--- src/assert_macros.svh ---
// Assertion macros shared by the venturi flow RTL
`ifndef ASSERT_MACROS_SVH
`define ASSERT_MACROS_SVH

// same-cycle implication, checked on clk, off during rst
`define VFD_CHECK(label, ante, cons, msg) \
  label: assert property (@(posedge clk) disable iff (rst) (ante) |-> (cons)) \
    else $error(msg);

// next-cycle implication, checked on clk, off during rst
`define VFD_CHECK_NEXT(label, ante, cons, msg) \
  label: assert property (@(posedge clk) disable iff (rst) (ante) |=> (cons)) \
    else $error(msg);

`endif

--- src/vfd_pkg.sv ---
// Shared constants for the venturi flow / air density block
package vfd_pkg;

  localparam int VFD_W = 64;                 // serial unit word width
  localparam int DENSITY_FRAC_BITS_DEF = 16;
  localparam int CD_W = 17;
  localparam logic [CD_W-1:0] CD_RESET = 17'd63898;

  localparam logic [63:0] LOG2E_Q30 = 64'd1549082005;
  localparam logic [63:0] LN2_Q30   = 64'd744261118;
  localparam logic [63:0] ONE_Q30   = 64'd1073741824;
  localparam logic [63:0] PSAT0_Q16 = 64'd40028078;
  localparam logic [63:0] VAPOUR_K_Q20 = 64'd396343;
  localparam logic [63:0] GAS_RD_MILLI = 64'd287058;
  localparam logic [63:0] FLOW_K_Q16 = 64'd29987268;
  localparam logic [16:0] FLOW_MAX = 17'd100000;

endpackage

--- src/vfd_chan_if.sv ---
// Request and response channel interfaces
interface vfd_req_if;
  logic               valid;
  logic               ready;
  logic               opcode;
  logic signed [15:0] diff_pressure;
  logic signed [14:0] temp_centi_c;
  logic        [16:0] abs_pressure_pa;
  logic        [13:0] humidity_centi_pct;

  modport source (output valid, opcode, diff_pressure, temp_centi_c, abs_pressure_pa,
                  humidity_centi_pct, input ready);
  modport sink (input valid, opcode, diff_pressure, temp_centi_c, abs_pressure_pa,
                humidity_centi_pct, output ready);
endinterface

interface vfd_rsp_if;
  logic        valid;
  logic        ready;
  logic [16:0] flow_centi_m3h;
  logic [17:0] density_q16;
  logic        flow_saturated;

  modport source (output valid, flow_centi_m3h, density_q16, flow_saturated, input ready);
  modport sink (input valid, flow_centi_m3h, density_q16, flow_saturated, output ready);
endinterface

--- src/vfd_mul.sv ---
// Bit-serial shift-add multiplier, one multiplier bit per cycle
module vfd_mul (
  input  logic                      clk,
  input  logic                      rst,
  input  logic                      start,
  input  logic [vfd_pkg::VFD_W-1:0] a,
  input  logic [vfd_pkg::VFD_W-1:0] b,
  output logic                      done,
  output logic [vfd_pkg::VFD_W-1:0] prod
);
  import vfd_pkg::*;

  logic             busy;
  logic [VFD_W-1:0] ma;
  logic [VFD_W-1:0] mb;
  logic [VFD_W-1:0] acc;

  assign prod = acc;

  always_ff @(posedge clk) begin
    if (rst) begin
      busy <= 1'b0;
      done <= 1'b0;
    end else begin
      done <= 1'b0;
      if (start) begin
        busy <= 1'b1;
        ma   <= a;
        mb   <= b;
        acc  <= '0;
      end else if (busy) begin
        if (mb == '0) begin
          busy <= 1'b0;
          done <= 1'b1;
        end else begin
          if (mb[0]) acc <= acc + ma;
          ma <= {ma[VFD_W-2:0], 1'b0};
          mb <= {1'b0, mb[VFD_W-1:1]};
        end
      end
    end
  end
endmodule

--- src/vfd_div.sv ---
// Restoring divider, one quotient bit per cycle
module vfd_div (
  input  logic                      clk,
  input  logic                      rst,
  input  logic                      start,
  input  logic [vfd_pkg::VFD_W-1:0] n,
  input  logic [vfd_pkg::VFD_W-1:0] d,
  output logic                      done,
  output logic [vfd_pkg::VFD_W-1:0] quo
);
  import vfd_pkg::*;

  localparam int CW = $clog2(VFD_W);

  logic             busy;
  logic [CW-1:0]    cnt;
  logic [VFD_W-1:0] num;
  logic [VFD_W-1:0] den;
  logic [VFD_W:0]   rem;
  logic [VFD_W:0]   rem_sh;
  logic             ge;

  assign rem_sh = {rem[VFD_W-1:0], num[VFD_W-1]};
  assign ge     = rem_sh >= {1'b0, den};
  assign quo    = num;

  always_ff @(posedge clk) begin
    if (rst) begin
      busy <= 1'b0;
      done <= 1'b0;
    end else begin
      done <= 1'b0;
      if (start) begin
        busy <= 1'b1;
        cnt  <= '0;
        rem  <= '0;
        num  <= n;
        den  <= d;
      end else if (busy) begin
        // quotient bits shift in behind the dividend
        num <= {num[VFD_W-2:0], ge};
        rem <= ge ? rem_sh - {1'b0, den} : rem_sh;
        cnt <= cnt + 1'b1;
        if (cnt == CW'(VFD_W - 1)) begin
          busy <= 1'b0;
          done <= 1'b1;
        end
      end
    end
  end
endmodule

--- src/vfd_sqrt.sv ---
// Digit-by-digit integer square root, one result bit per cycle
module vfd_sqrt (
  input  logic                        clk,
  input  logic                        rst,
  input  logic                        start,
  input  logic [vfd_pkg::VFD_W-1:0]   v,
  output logic                        done,
  output logic [vfd_pkg::VFD_W/2-1:0] root
);
  import vfd_pkg::*;

  localparam int CW = $clog2(VFD_W / 2);

  logic             busy;
  logic [CW-1:0]    cnt;
  logic [VFD_W-1:0] rv;
  logic [VFD_W-1:0] res;
  logic [VFD_W-1:0] bitm;
  logic [VFD_W-1:0] trial;

  assign trial = res + bitm;
  assign root  = res[VFD_W/2-1:0];

  always_ff @(posedge clk) begin
    if (rst) begin
      busy <= 1'b0;
      done <= 1'b0;
    end else begin
      done <= 1'b0;
      if (start) begin
        busy <= 1'b1;
        cnt  <= '0;
        rv   <= v;
        res  <= '0;
        bitm <= {2'b01, {(VFD_W-2){1'b0}}};
      end else if (busy) begin
        if (rv >= trial) begin
          rv  <= rv - trial;
          res <= {1'b0, res[VFD_W-1:1]} + bitm;
        end else begin
          res <= {1'b0, res[VFD_W-1:1]};
        end
        bitm <= {2'b00, bitm[VFD_W-1:2]};
        cnt  <= cnt + 1'b1;
        if (cnt == CW'(VFD_W / 2 - 1)) begin
          busy <= 1'b0;
          done <= 1'b1;
        end
      end
    end
  end
endmodule

--- src/venturi_flow_with_air_density.sv ---
// Throughput: one word at a time; set by the bit-serial multiplier (one multiplier bit
//   per cycle), the 64-step divider and the 32-step square root, shared by all steps.
// The next request is taken while the last response waits in the output register.
// Reset: density 1.2 kg/m3, discharge coefficient 0.975, no word in flight.
`include "assert_macros.svh"

module venturi_flow_with_air_density #(
  parameter int DENSITY_FRAC_BITS = vfd_pkg::DENSITY_FRAC_BITS_DEF
) (
  input  logic                     clk,
  input  logic                     rst,
  vfd_req_if.sink                  req,
  vfd_rsp_if.source                rsp,
  input  logic                     cfg_we,
  input  logic [vfd_pkg::CD_W-1:0] cfg_data
);
  import vfd_pkg::*;

  localparam int F = DENSITY_FRAC_BITS;
  localparam logic [17:0] RHO_MIN   = 18'((64'd1 << F) / 5);
  localparam logic [63:0] RHO_MAXW  = 64'd2 << F;
  localparam logic [17:0] RHO_MAX   = (RHO_MAXW > 64'd262143) ? 18'd262143 : 18'(RHO_MAXW);
  localparam logic [17:0] RHO_RESET = 18'((64'd6 << F) / 5);
  localparam int NUM_SH = (F >= 16) ? F - 16 : 0;
  localparam int DEN_SH = (F < 16) ? 16 - F : 0;
  localparam logic [22:0] U_BIAS = 23'd4194304;  // 64 in Q16

  typedef enum logic [18:0] {
    S_IDLE  = 19'h00001, S_XMUL  = 19'h00002, S_XDIV  = 19'h00004, S_YMUL = 19'h00008,
    S_ZMUL  = 19'h00010, S_HMUL  = 19'h00020, S_HDIV  = 19'h00040, S_MMUL = 19'h00080,
    S_PVMUL = 19'h00100, S_PVDIV = 19'h00200, S_PEMUL = 19'h00400, S_NMUL = 19'h00800,
    S_DMUL  = 19'h01000, S_RDIV  = 19'h02000, S_QDIV  = 19'h04000, S_SQRT = 19'h08000,
    S_KMUL  = 19'h10000, S_FMUL  = 19'h20000, S_FIN   = 19'h40000
  } state_t;

  state_t state;
  logic   issued;

  logic               opc_r;
  logic signed [15:0] dp_r;
  logic signed [14:0] t_r;
  logic        [16:0] pa_r;
  logic        [13:0] hum_r;
  logic [CD_W-1:0]    cd;
  logic [17:0]        rho;
  logic [63:0]        w;
  logic [39:0]        den_r;
  logic [31:0]        p_r;
  logic [29:0]        z_r;
  logic [22:0]        u_r;
  logic [3:0]         k_r;
  logic [25:0]        kc_r;
  logic [16:0]        flow_r;
  logic               sat_r;

  logic        mul_go, div_go, sqrt_go;
  logic        mul_start, div_start, sqrt_start;
  logic        mul_done, div_done, sqrt_done;
  logic [63:0] mul_a, mul_b, mul_p;
  logic [63:0] div_n, div_d, div_q;
  logic [31:0] sqrt_r;

  logic [16:0] tx, tt1, tt2;
  logic [15:0] tmag;
  logic [63:0] den1;
  logic [63:0] ymag, vterm, flowv, rq;
  logic signed [39:0] pe;

  function automatic logic [63:0] psat_scale(input logic [63:0] m, input logic [6:0] n);
    logic [7:0]  sh;
    logic [63:0] t1;
    sh = 8'd94 - {1'b0, n};
    t1 = (m >> (sh - 8'd1)) + 64'd1;
    return (sh >= 8'd64) ? 64'd0 : (t1 >> 1);
  endfunction

  assign tx   = {{2{t_r[14]}}, t_r};
  assign tt1  = tx + 17'd23730;
  assign tt2  = tx + 17'd27315;
  assign tmag = t_r[14] ? (~{t_r[14], t_r}) + 16'd1 : {1'b0, t_r};
  assign den1 = 64'(tt1[15:0]) * 64'd100;

  assign ymag  = (mul_p + 64'h2000_0000) >> 30;
  assign vterm = (mul_p + 64'h8_0000) >> 20;
  assign pe    = $signed({7'd0, pa_r, 16'd0}) - $signed({1'b0, vterm[38:0]});
  assign flowv = (mul_p + 64'h2000_0000) >> 30;
  assign rq    = div_q;

  assign req.ready = (state == S_IDLE);

  always_comb begin
    mul_go  = 1'b0;
    div_go  = 1'b0;
    sqrt_go = 1'b0;
    mul_a   = '0;
    mul_b   = '0;
    div_n   = '0;
    div_d   = 64'd1;
    case (state)
      S_XMUL:  begin mul_go = 1'b1; mul_a = 64'(tmag); mul_b = 64'd1727; end
      S_XDIV:  begin div_go = 1'b1; div_n = w + (den1 >> 1); div_d = den1; end
      S_YMUL:  begin mul_go = 1'b1; mul_a = w; mul_b = LOG2E_Q30; end
      S_ZMUL:  begin mul_go = 1'b1; mul_a = 64'(u_r[15:0]); mul_b = LN2_Q30; end
      S_HMUL:  begin mul_go = 1'b1; mul_a = 64'(p_r); mul_b = 64'(z_r); end
      S_HDIV:  begin div_go = 1'b1; div_n = w; div_d = 64'(k_r); end
      S_MMUL:  begin mul_go = 1'b1; mul_a = 64'(p_r); mul_b = PSAT0_Q16; end
      S_PVMUL: begin mul_go = 1'b1; mul_a = w; mul_b = 64'(hum_r); end
      S_PVDIV: begin div_go = 1'b1; div_n = w + 64'd5000; div_d = 64'd10000; end
      S_PEMUL: begin mul_go = 1'b1; mul_a = w; mul_b = VAPOUR_K_Q20; end
      S_NMUL:  begin mul_go = 1'b1; mul_a = w; mul_b = 64'd100000; end
      S_DMUL:  begin mul_go = 1'b1; mul_a = 64'(tt2[15:0]); mul_b = GAS_RD_MILLI; end
      S_RDIV:  begin div_go = 1'b1; div_n = w + 64'(den_r >> 1); div_d = 64'(den_r); end
      S_QDIV:  begin div_go = 1'b1; div_n = 64'(dp_r[14:0]) << (F + 28); div_d = 64'(rho); end
      S_SQRT:  sqrt_go = 1'b1;
      S_KMUL:  begin mul_go = 1'b1; mul_a = FLOW_K_Q16; mul_b = 64'(cd); end
      S_FMUL:  begin mul_go = 1'b1; mul_a = 64'(kc_r); mul_b = w; end
      default: ;
    endcase
  end

  assign mul_start  = mul_go && !issued;
  assign div_start  = div_go && !issued;
  assign sqrt_start = sqrt_go && !issued;

  vfd_mul u_mul (.clk, .rst, .start(mul_start), .a(mul_a), .b(mul_b),
                 .done(mul_done), .prod(mul_p));
  vfd_div u_div (.clk, .rst, .start(div_start), .n(div_n), .d(div_d),
                 .done(div_done), .quo(div_q));
  vfd_sqrt u_sqrt (.clk, .rst, .start(sqrt_start), .v(w), .done(sqrt_done), .root(sqrt_r));

  always_ff @(posedge clk) begin
    if (rst) begin
      state     <= S_IDLE;
      issued    <= 1'b0;
      cd        <= CD_RESET;
      rho       <= RHO_RESET;
      rsp.valid <= 1'b0;
    end else begin
      if (cfg_we) cd <= cfg_data;
      if (rsp.valid && rsp.ready && state != S_FIN) rsp.valid <= 1'b0;
      if (mul_done || div_done || sqrt_done) issued <= 1'b0;
      else if (mul_start || div_start || sqrt_start) issued <= 1'b1;
      case (state)
        S_IDLE: begin
          if (req.valid) begin
            opc_r  <= req.opcode;
            dp_r   <= req.diff_pressure;
            t_r    <= req.temp_centi_c;
            pa_r   <= req.abs_pressure_pa;
            hum_r  <= req.humidity_centi_pct;
            flow_r <= '0;
            sat_r  <= 1'b0;
            if (req.opcode) state <= S_XMUL;
            else if (!req.diff_pressure[15] && req.diff_pressure != '0) state <= S_QDIV;
            else state <= S_FIN;
          end
        end
        S_XMUL: if (mul_done) begin w <= mul_p << 16; state <= S_XDIV; end
        S_XDIV: if (div_done) begin w <= div_q; state <= S_YMUL; end
        S_YMUL: if (mul_done) begin
          // y carries the sign of t; the bias keeps it positive
          u_r   <= t_r[14] ? U_BIAS - ymag[22:0] : U_BIAS + ymag[22:0];
          state <= S_ZMUL;
        end
        S_ZMUL: if (mul_done) begin
          z_r   <= mul_p[45:16];
          p_r   <= ONE_Q30[31:0];
          k_r   <= 4'd8;
          state <= S_HMUL;
        end
        S_HMUL: if (mul_done) begin w <= mul_p >> 30; state <= S_HDIV; end
        S_HDIV: if (div_done) begin
          p_r   <= 32'(ONE_Q30 + div_q);
          k_r   <= k_r - 4'd1;
          state <= (k_r == 4'd1) ? S_MMUL : S_HMUL;
        end
        S_MMUL:  if (mul_done) begin w <= psat_scale(mul_p, u_r[22:16]); state <= S_PVMUL; end
        S_PVMUL: if (mul_done) begin w <= mul_p; state <= S_PVDIV; end
        S_PVDIV: if (div_done) begin w <= div_q; state <= S_PEMUL; end
        S_PEMUL: if (mul_done) begin
          if (pe <= 40'sd0) begin
            rho   <= RHO_MIN;
            state <= S_FIN;
          end else begin
            w     <= 64'(pe[32:0]);
            state <= S_NMUL;
          end
        end
        S_NMUL: if (mul_done) begin w <= mul_p << NUM_SH; state <= S_DMUL; end
        S_DMUL: if (mul_done) begin den_r <= 40'(mul_p << DEN_SH); state <= S_RDIV; end
        S_RDIV: if (div_done) begin
          if (rq < 64'(RHO_MIN)) rho <= RHO_MIN;
          else if (rq > 64'(RHO_MAX)) rho <= RHO_MAX;
          else rho <= rq[17:0];
          state <= S_FIN;
        end
        S_QDIV: if (div_done) begin w <= div_q; state <= S_SQRT; end
        S_SQRT: if (sqrt_done) begin w <= 64'(sqrt_r); state <= S_KMUL; end
        S_KMUL: if (mul_done) begin kc_r <= mul_p[41:16]; state <= S_FMUL; end
        S_FMUL: if (mul_done) begin
          if (flowv > 64'(FLOW_MAX)) begin
            flow_r <= FLOW_MAX;
            sat_r  <= 1'b1;
          end else begin
            flow_r <= flowv[16:0];
          end
          state <= S_FIN;
        end
        S_FIN: begin
          if (!rsp.valid || rsp.ready) begin
            rsp.valid          <= 1'b1;
            rsp.flow_centi_m3h <= flow_r;
            rsp.density_q16    <= rho;
            rsp.flow_saturated <= sat_r;
            state              <= S_IDLE;
          end
        end
        default: state <= S_IDLE;
      endcase
    end
  end

  `VFD_CHECK(a_sat_value, rsp.valid && rsp.flow_saturated, rsp.flow_centi_m3h == FLOW_MAX, "saturated flow not at maximum")
  `VFD_CHECK(a_rho_range, rsp.valid, rsp.density_q16 >= RHO_MIN && rsp.density_q16 <= RHO_MAX, "density out of clamp range")
  `VFD_CHECK_NEXT(a_busy_after_accept, req.valid && req.ready, state != S_IDLE, "accepted word left sequencer idle")
  `VFD_CHECK(a_update_no_flow, state == S_FIN && opc_r, flow_r == '0 && !sat_r, "density update carries flow")

endmodule
--- src/flat_wrapper.sv ---
// flat-port wrapper written by rule: the top's interface ports become plain ports
module venturi_flow_with_air_density_flat import vfd_pkg::*;
#(
  parameter int DENSITY_FRAC_BITS = vfd_pkg::DENSITY_FRAC_BITS_DEF
)
  (clk, rst, cfg_we, cfg_data, req_valid, req_opcode, req_diff_pressure, req_temp_centi_c, req_abs_pressure_pa, req_humidity_centi_pct, req_ready, rsp_valid, rsp_flow_centi_m3h, rsp_density_q16, rsp_flow_saturated, rsp_ready);
  vfd_req_if req_i ();
  vfd_rsp_if rsp_i ();
  input  logic clk;
  input  logic rst;
  input  logic cfg_we;
  input  logic [vfd_pkg::CD_W-1:0] cfg_data;
  input wire logic [$bits(req_i.valid)-1:0] req_valid;
  input wire logic [$bits(req_i.opcode)-1:0] req_opcode;
  input wire logic [$bits(req_i.diff_pressure)-1:0] req_diff_pressure;
  input wire logic [$bits(req_i.temp_centi_c)-1:0] req_temp_centi_c;
  input wire logic [$bits(req_i.abs_pressure_pa)-1:0] req_abs_pressure_pa;
  input wire logic [$bits(req_i.humidity_centi_pct)-1:0] req_humidity_centi_pct;
  output wire logic [$bits(req_i.ready)-1:0] req_ready;
  output wire logic [$bits(rsp_i.valid)-1:0] rsp_valid;
  output wire logic [$bits(rsp_i.flow_centi_m3h)-1:0] rsp_flow_centi_m3h;
  output wire logic [$bits(rsp_i.density_q16)-1:0] rsp_density_q16;
  output wire logic [$bits(rsp_i.flow_saturated)-1:0] rsp_flow_saturated;
  input wire logic [$bits(rsp_i.ready)-1:0] rsp_ready;
  assign req_i.valid = req_valid;
  assign req_i.opcode = req_opcode;
  assign req_i.diff_pressure = req_diff_pressure;
  assign req_i.temp_centi_c = req_temp_centi_c;
  assign req_i.abs_pressure_pa = req_abs_pressure_pa;
  assign req_i.humidity_centi_pct = req_humidity_centi_pct;
  assign req_ready = req_i.ready;
  assign rsp_valid = rsp_i.valid;
  assign rsp_flow_centi_m3h = rsp_i.flow_centi_m3h;
  assign rsp_density_q16 = rsp_i.density_q16;
  assign rsp_flow_saturated = rsp_i.flow_saturated;
  assign rsp_i.ready = rsp_ready;
  venturi_flow_with_air_density #(.DENSITY_FRAC_BITS(DENSITY_FRAC_BITS)) u_core (.clk(clk), .rst(rst), .req(req_i), .rsp(rsp_i), .cfg_we(cfg_we), .cfg_data(cfg_data));
endmodule
--- config.mk ---
export PLATFORM = sky130hd
export DESIGN_NAME = venturi_flow_with_air_density_flat
export DESIGN_NICKNAME = d
export VERILOG_FILES = /design/src/vfd_pkg.sv /design/src/vfd_chan_if.sv /design/src/vfd_mul.sv /design/src/vfd_div.sv /design/src/vfd_sqrt.sv /design/src/venturi_flow_with_air_density.sv /design/src/flat_wrapper.sv
export VERILOG_INCLUDE_DIRS = /design/src /design/src/src
export SDC_FILE = /design/constraint.sdc
export NUM_CORES = 2
export LEC_CHECK = 0
export BUFFER_PORTS_ARGS = -buffer_cell sky130_fd_sc_hd__buf_2
export CAP_MARGIN = 40
export CORE_UTILIZATION = 30
export DETAILED_ROUTE_END_ITERATION = 12
export PLACE_DENSITY = 0.45
export SLEW_MARGIN = 20
export SYNTH_ARGS = -nofsm -noshare
export SYNTH_HDL_FRONTEND = slang
export SYNTH_SLANG_ARGS = --single-unit
--- constraint.sdc ---
create_clock -name clk -period 26.5 [get_ports clk]
set_input_delay 5.3 -clock clk [delete_from_list [all_inputs] [get_ports clk]]
set_output_delay 5.3 -clock clk [all_outputs]
set_load 0.02 [all_outputs]
-- After elaboration in Yosys (flattened, before gate mapping)
Cells that the tools add are included.
- register bits: 951
- input port bits: 85
- output and inout bits: 38
- word-level logic and storage cells: 275
- add/sub/neg operators: 23
- multipliers: 1
- $lt $le $gt $ge: 7
- eq/ne operators: 48
- shift operators: 1
- mux-type cells: 99
- bitwise gates (word level): 5
- reductions and logical operators: 53
- operator list (kind ; count):
    64-bit 2-to-1 mux ; 26
    64-bit case mux with 7 select lines ; 2
    64-bit case mux with 11 select lines ; 1
    19-bit 2-to-1 mux ; 22
    19-bit case mux with 19 select lines ; 1
    64-bit case mux with 5 select lines ; 1
    40-bit case mux with 5 select lines ; 1
    64-bit subtractor ; 2
    63-bit 2-to-1 mux ; 2
    18-bit 2-to-1 mux ; 5
    65-bit by 64-bit >= comparator with 1-bit output ; 1
    63-bit by 63-bit adder with 64-bit output ; 1
    64-bit by 1-bit adder with 64-bit output (second input constant) ; 1
    64-bit by 13-bit adder with 64-bit output (second input constant) ; 1
    64-bit by 22-bit adder with 64-bit output ; 1
    64-bit by 30-bit adder with 64-bit output (second input constant) ; 1
    64-bit by 39-bit adder with 64-bit output ; 1
    64-bit by 63-bit adder with 64-bit output ; 1
    64-bit adder ; 1
    64-bit >= comparator ; 1
    64-bit by 18-bit greater-than comparator with 1-bit output (second input constant) ; 1
    64-bit logical NOT ; 1
    64-bit by 14-bit less-than comparator with 1-bit output (second input constant) ; 1
    32-bit 2-to-1 mux ; 2
    74 further kinds ; 159

-- Longest topological paths before layout
- depth after elaboration: 7
- gate-level depth with buffers: 33
- depth with buffers taken out: 31

-- Modules after synthesis
Synthesis repeated with hierarchy kept, for this count alone.
- cell total of the unflattened synthesis: 8265
- area total of the unflattened synthesis: 76337.0 um^2
- by module, submodules not included (module ; times used ; cells an instance ; area an instance (um^2) ; sequential area each (um^2)):
    venturi_flow_with_air_density ; 1 ; 4333 ; 37166.9 ; 11150.7
    vfd_sqrt ; 1 ; 1824 ; 15507.4 ; 4994.8
    vfd_div ; 1 ; 1129 ; 12236.7 ; 5985.7
    vfd_mul ; 1 ; 979 ; 11426.0 ; 5805.6

-- Least setup slack after synthesis
OpenSTA, ideal clock, no wires.
- path kind: input to register
- from: input port rst
- to: register u_core.u_mul.ma[0] (enable)
- library setup time: 0.642 ns
- arrival time: 11.740 ns
- required time: 25.858 ns
- setup slack: 14.118 ns
- stages on the path: 4
- path buffers: 3
- cells stage by stage: clkbuf_1 clkbuf_1 clkbuf_1 o21bai_1
- word-level cells in the longest chain between the ends: 2
- ends and longest elaborated chain (item ; line ; source):
    from (decl) ; flat_wrapper.sv:10 ; input logic rst;
    1-bit NOT (no source line) ; - ;
    3-bit AND reduction (no source line) ; - ;
    to (signal assigned) ; vfd_mul.sv:37 ; ma <= {ma[VFD_W-2:0], 1'b0};
    to (decl) ; vfd_mul.sv:14 ; logic [VFD_W-1:0] ma;
Every way passes these cells.
A chain may end at the register's enable or synchronous reset.

-- Final worst setup path
- from: register u_core.state[5]
- to: output port req_ready
- word-level cells in the longest chain between the ends: 1
- ends and longest elaborated chain (item ; line ; source):
    from (decl) ; venturi_flow_with_air_density.sv:36 ; state_t state;
    from (signal assigned) ; venturi_flow_with_air_density.sv:175 ; state <= (k_r == 4'd1) ? S_MMUL : S_HMUL;
    19-bit by 1-bit equality test with 1-bit output ; venturi_flow_with_air_density.sv:89 ; assign req.ready = (state == S_IDLE);
    to (decl) ; flat_wrapper.sv:19 ; output wire logic [$bits(req_i.ready)-1:0] req_ready;
Every way passes these cells.

==> impl_metrics.toml <==
[status]
status = "finished clean"

[setup_path]
worst-path-stages = 7
cp-end-kind = "output port"
endpoint = "req_ready"
crit_slowest_cell = "nor4_1"
start_kind = "register"
required_ns = 21.20
r2r_cells = 30
cp_cell_sequence = "nor4_1, and2_1, nand4_1, or3_1, or3b_2, inv_1, buf_2"
rrSetupSlack_ns = 18.13
critPathKind = "register to output port"
regToRegEndpoint = "u_core.u_div.quo[42]$_DFFE_PP_"
cp_top_family = "simple AND/OR/NAND/NOR gates"
crit_start = "u_core.state[5]$_SDFFE_PP0P_"
r2r_start = "u_core.t_r[2]$_DFFE_PP_"
worstPathArrival_ns = 3.66
cpPeakStageDelay_ns = 0.63
path_max_fanout = 9
crit_buf_inv = 2

[route]
vias = 67659
drt_wl_total_mm = 342.0
antenna_left = 0
drt_iter0_drc = 9379
drc_errors = 0
vias_per_cell = 6.053
wl_per_cell_um = 30.60
drtPass1Iterations = 10

[yosys]
synth_common_cells = "edfxtp_1, nand2_1, nor2_1, a21oi_1, o21ai_0"
synthCells = 7908
netlist_area_mm2 = 0.07137
synth_top_area_cell = "edfxtp_1"
yosys_warnings = 0
async_flop_share = 0
avgSynthCellArea_um2 = 9.025
synth_most_common_cell = "edfxtp_1"
syn_nets = 8395
yosysSeqAreaShare = 0.3813
synth_area_leaders = "edfxtp_1, ha_1, nand2_1"
yosys_register_bits = 927
ys_types = 110
synthFlopType = "edfxtp_1"
synth_edf_count = 865
netlist.area_leader.share = 0.3639

[cts]
clk_pin_slew_ns = 0.06
clock_latency_ns = 0.83
cts_tree = "yes"
root_buffer = "clkbuf_16"
ctsHoldBuffers = 0
post_cts_buffers = 0
cts.path.max_buffers = 3
cts_resized = 0
htreeDepth = 3
cts_sinks = 927
numCtsBuffers = 117

[power_and_ir_drop]
ir_worst_vdd_v = 0.00008069
power_density_mw_per_mm2 = 60.80
power.leakage_nw = 29.52

[floorplanning]
fp.dieH_um = 489.8
coreArea_mm2 = 0.2359
row_count = 178
die_area_mm2 = 0.2399
die_x_um = 489.8
initial_core_util = 0.3026
io_pins = 123

[timing]
hold_viol_final = 0
fin_crit_ns = 8.959
min_period_over_period = 0.3381
setup_viol = 0
tns_ns = 0
timing.hold.ws_ns = 0.4194
rsz0062_at_grt = "false"
slew_viol_final = 0
relSlewSlack = 0.2661
clock.fmax_mhz = 111.6
clock_skew_ns = 0.06724
worstMarginPinSlew_ns = 1.094

[global_route]
grt_pass1_wl_mm = 479.3
grt_pass1_vias = 63547
gr-total-overflow = 0
track_usage = 0.2780
grt_max_degree = 80
antenna_found_initial = 54

[cells_and_area]
layout-drive-gt1-share = 0.1030
synthToLayoutAreaGrowth_pct = 13.01
postLayoutCoreUtil = 0.3420
nets = 8404

[place]
dp_hpwl_mm = 248.5
io_buffers = 122
routabilityCongestion = 1.012

[hold_path]
hp-class = "register to register"

[run]
drv_cap = 0
report_power, final:
part           internal (W)  switching (W)  total (W)
sequential          0.00168      0.0000693    0.00175
clock              0.000956       0.000720    0.00168
combinational      0.000528       0.000949    0.00148
cell families (layout without fill, tap and decap cells):
group / Yosys count / in the layout / synth area share
AOI/OAI and AO/OA: 2214 / 2214 / 0.2064
xor gates and xnor gates: 572 / 572 / 0.07030
adders and majority gates: 402 / 402 / 0.07205
DFF: 927 / 927 / 0.3813
other: 0 / 16 / 0
muxes: 159 / 159 / 0.03438
buffers and inverters: 736 / 840 / 0.04028
and+or+nand+nor: 2898 / 2898 / 0.1953
worst min-delay path by stage:
| stage | to | cells after the start | slack, ns | startpoint |
|---|---|---|---|---|
| after floorplan | u_core.rsp.flow_centi_m3h[0]$_DFFE_PP_ | 0 | 0.40 | u_core.flow_r[0]$_SDFFCE_PN0P_ |
| after global placement | u_core.rsp.flow_centi_m3h[16]$_DFFE_PP_ | 0 | 0.41 | u_core.flow_r[16]$_SDFFCE_PN0P_ |
| after detailed placement | u_core.rsp.flow_centi_m3h[13]$_DFFE_PP_ | 0 | 0.40 | u_core.flow_r[13]$_SDFFCE_PN0P_ |
| after CTS | u_core.rsp.flow_centi_m3h[9]$_DFFE_PP_ | 0 | 0.42 | u_core.flow_r[9]$_SDFFCE_PN0P_ |
| after global routing | u_core.rsp.flow_centi_m3h[10]$_DFFE_PP_ | 0 | 0.44 | u_core.flow_r[10]$_SDFFCE_PN0P_ |
| final | u_core.rsp.flow_centi_m3h[9]$_DFFE_PP_ | 0 | 0.42 | u_core.flow_r[9]$_SDFFCE_PN0P_ |
layer usage:
layer	share of wire	wire length, um	GRT usage	vias to the layer above
met5	0.00020	70	0.001006	-
met4	0.053	18140	0.1314	10
met1	0.43	148200	0.3865	33490
li1	-	-	-	29706
met2	0.41	141600	0.4045	3699
met3	0.10	34040	0.06244	754
sequential cells by signal (all words and copies together), names as in the netlist, 26 cells and up:
| signal | cells |
|---|---|
| u_core.u_sqrt.bitm | 32 |
| u_core.u_div.den | 40 |
| u_core.u_mul.prod | 64 |
| u_core.den_r | 40 |
| u_core.z_r | 30 |
| u_core.u_mul.ma | 64 |
| u_core.u_sqrt.rv | 64 |
| u_core.kc_r | 26 |
| u_core.p_r | 32 |
| u_core.u_div.quo | 64 |
| u_core.u_sqrt.res | 64 |
| u_core.w | 64 |
| u_core.u_mul.mb | 64 |
| u_core.u_div.rem | 64 |
per-stage QoR:
stage	setup WS, ns	total power [W]	std cells	area [um2]
3_3_place_gp	18.23	0.003214	10893	75870
2_1_floorplan	14.12	0.002743	7908	71370
6_report	17.54	0.004904	11178	80660
3_5_place_dp	18.33	0.003214	10932	76450
4_1_cts	17.57	0.004907	11146	80370
5_1_grt	17.52	0.005120	11165	80630
cell usage in the layout (no fill, tap or decap), drive strengths merged, types with 27 or more instances in the layout:
cell type	synthesis	routed
edfxtp	865	865
nand2	829	829
nor2	764	764
a21oi	577	577
o21ai	458	458
buf	92	402
ha	387	387
xnor2	302	302
nand3	277	277
xor2	270	270
inv	220	220
nor3	207	207
a21o	182	182
clkbuf	423	136
and2	132	132
nand4	125	125
a31oi	112	112
a221oi	96	96
nor4	95	95
and3	77	77
nor2b	77	77
a211oi	74	74
mux2i	73	73
nand2b	73	73
mux4	67	67
or3	67	67
o211ai	64	64
dfxtp	62	62
clkinv	1	59
a222oi	58	58
o31ai	54	54
o21bai	54	54
o21a	53	53
a22oi	51	51
a22o	47	47
or2	44	44
a221o	29	29
a211o	27	27
cell type report:
cell class,instances,area (um2)
Antenna cell,16,40.04
Timing Repair Buffer,405,3149
Fill cell,24232,155200
Tap cell,3150,3941
Inverter,221,833.3
Sequential cell,927,27220
Multi-Input combinational cell,6245,41560
Clock inverter,80,929.6
Clock buffer,134,2992
(Power assumes the default switching activity.)
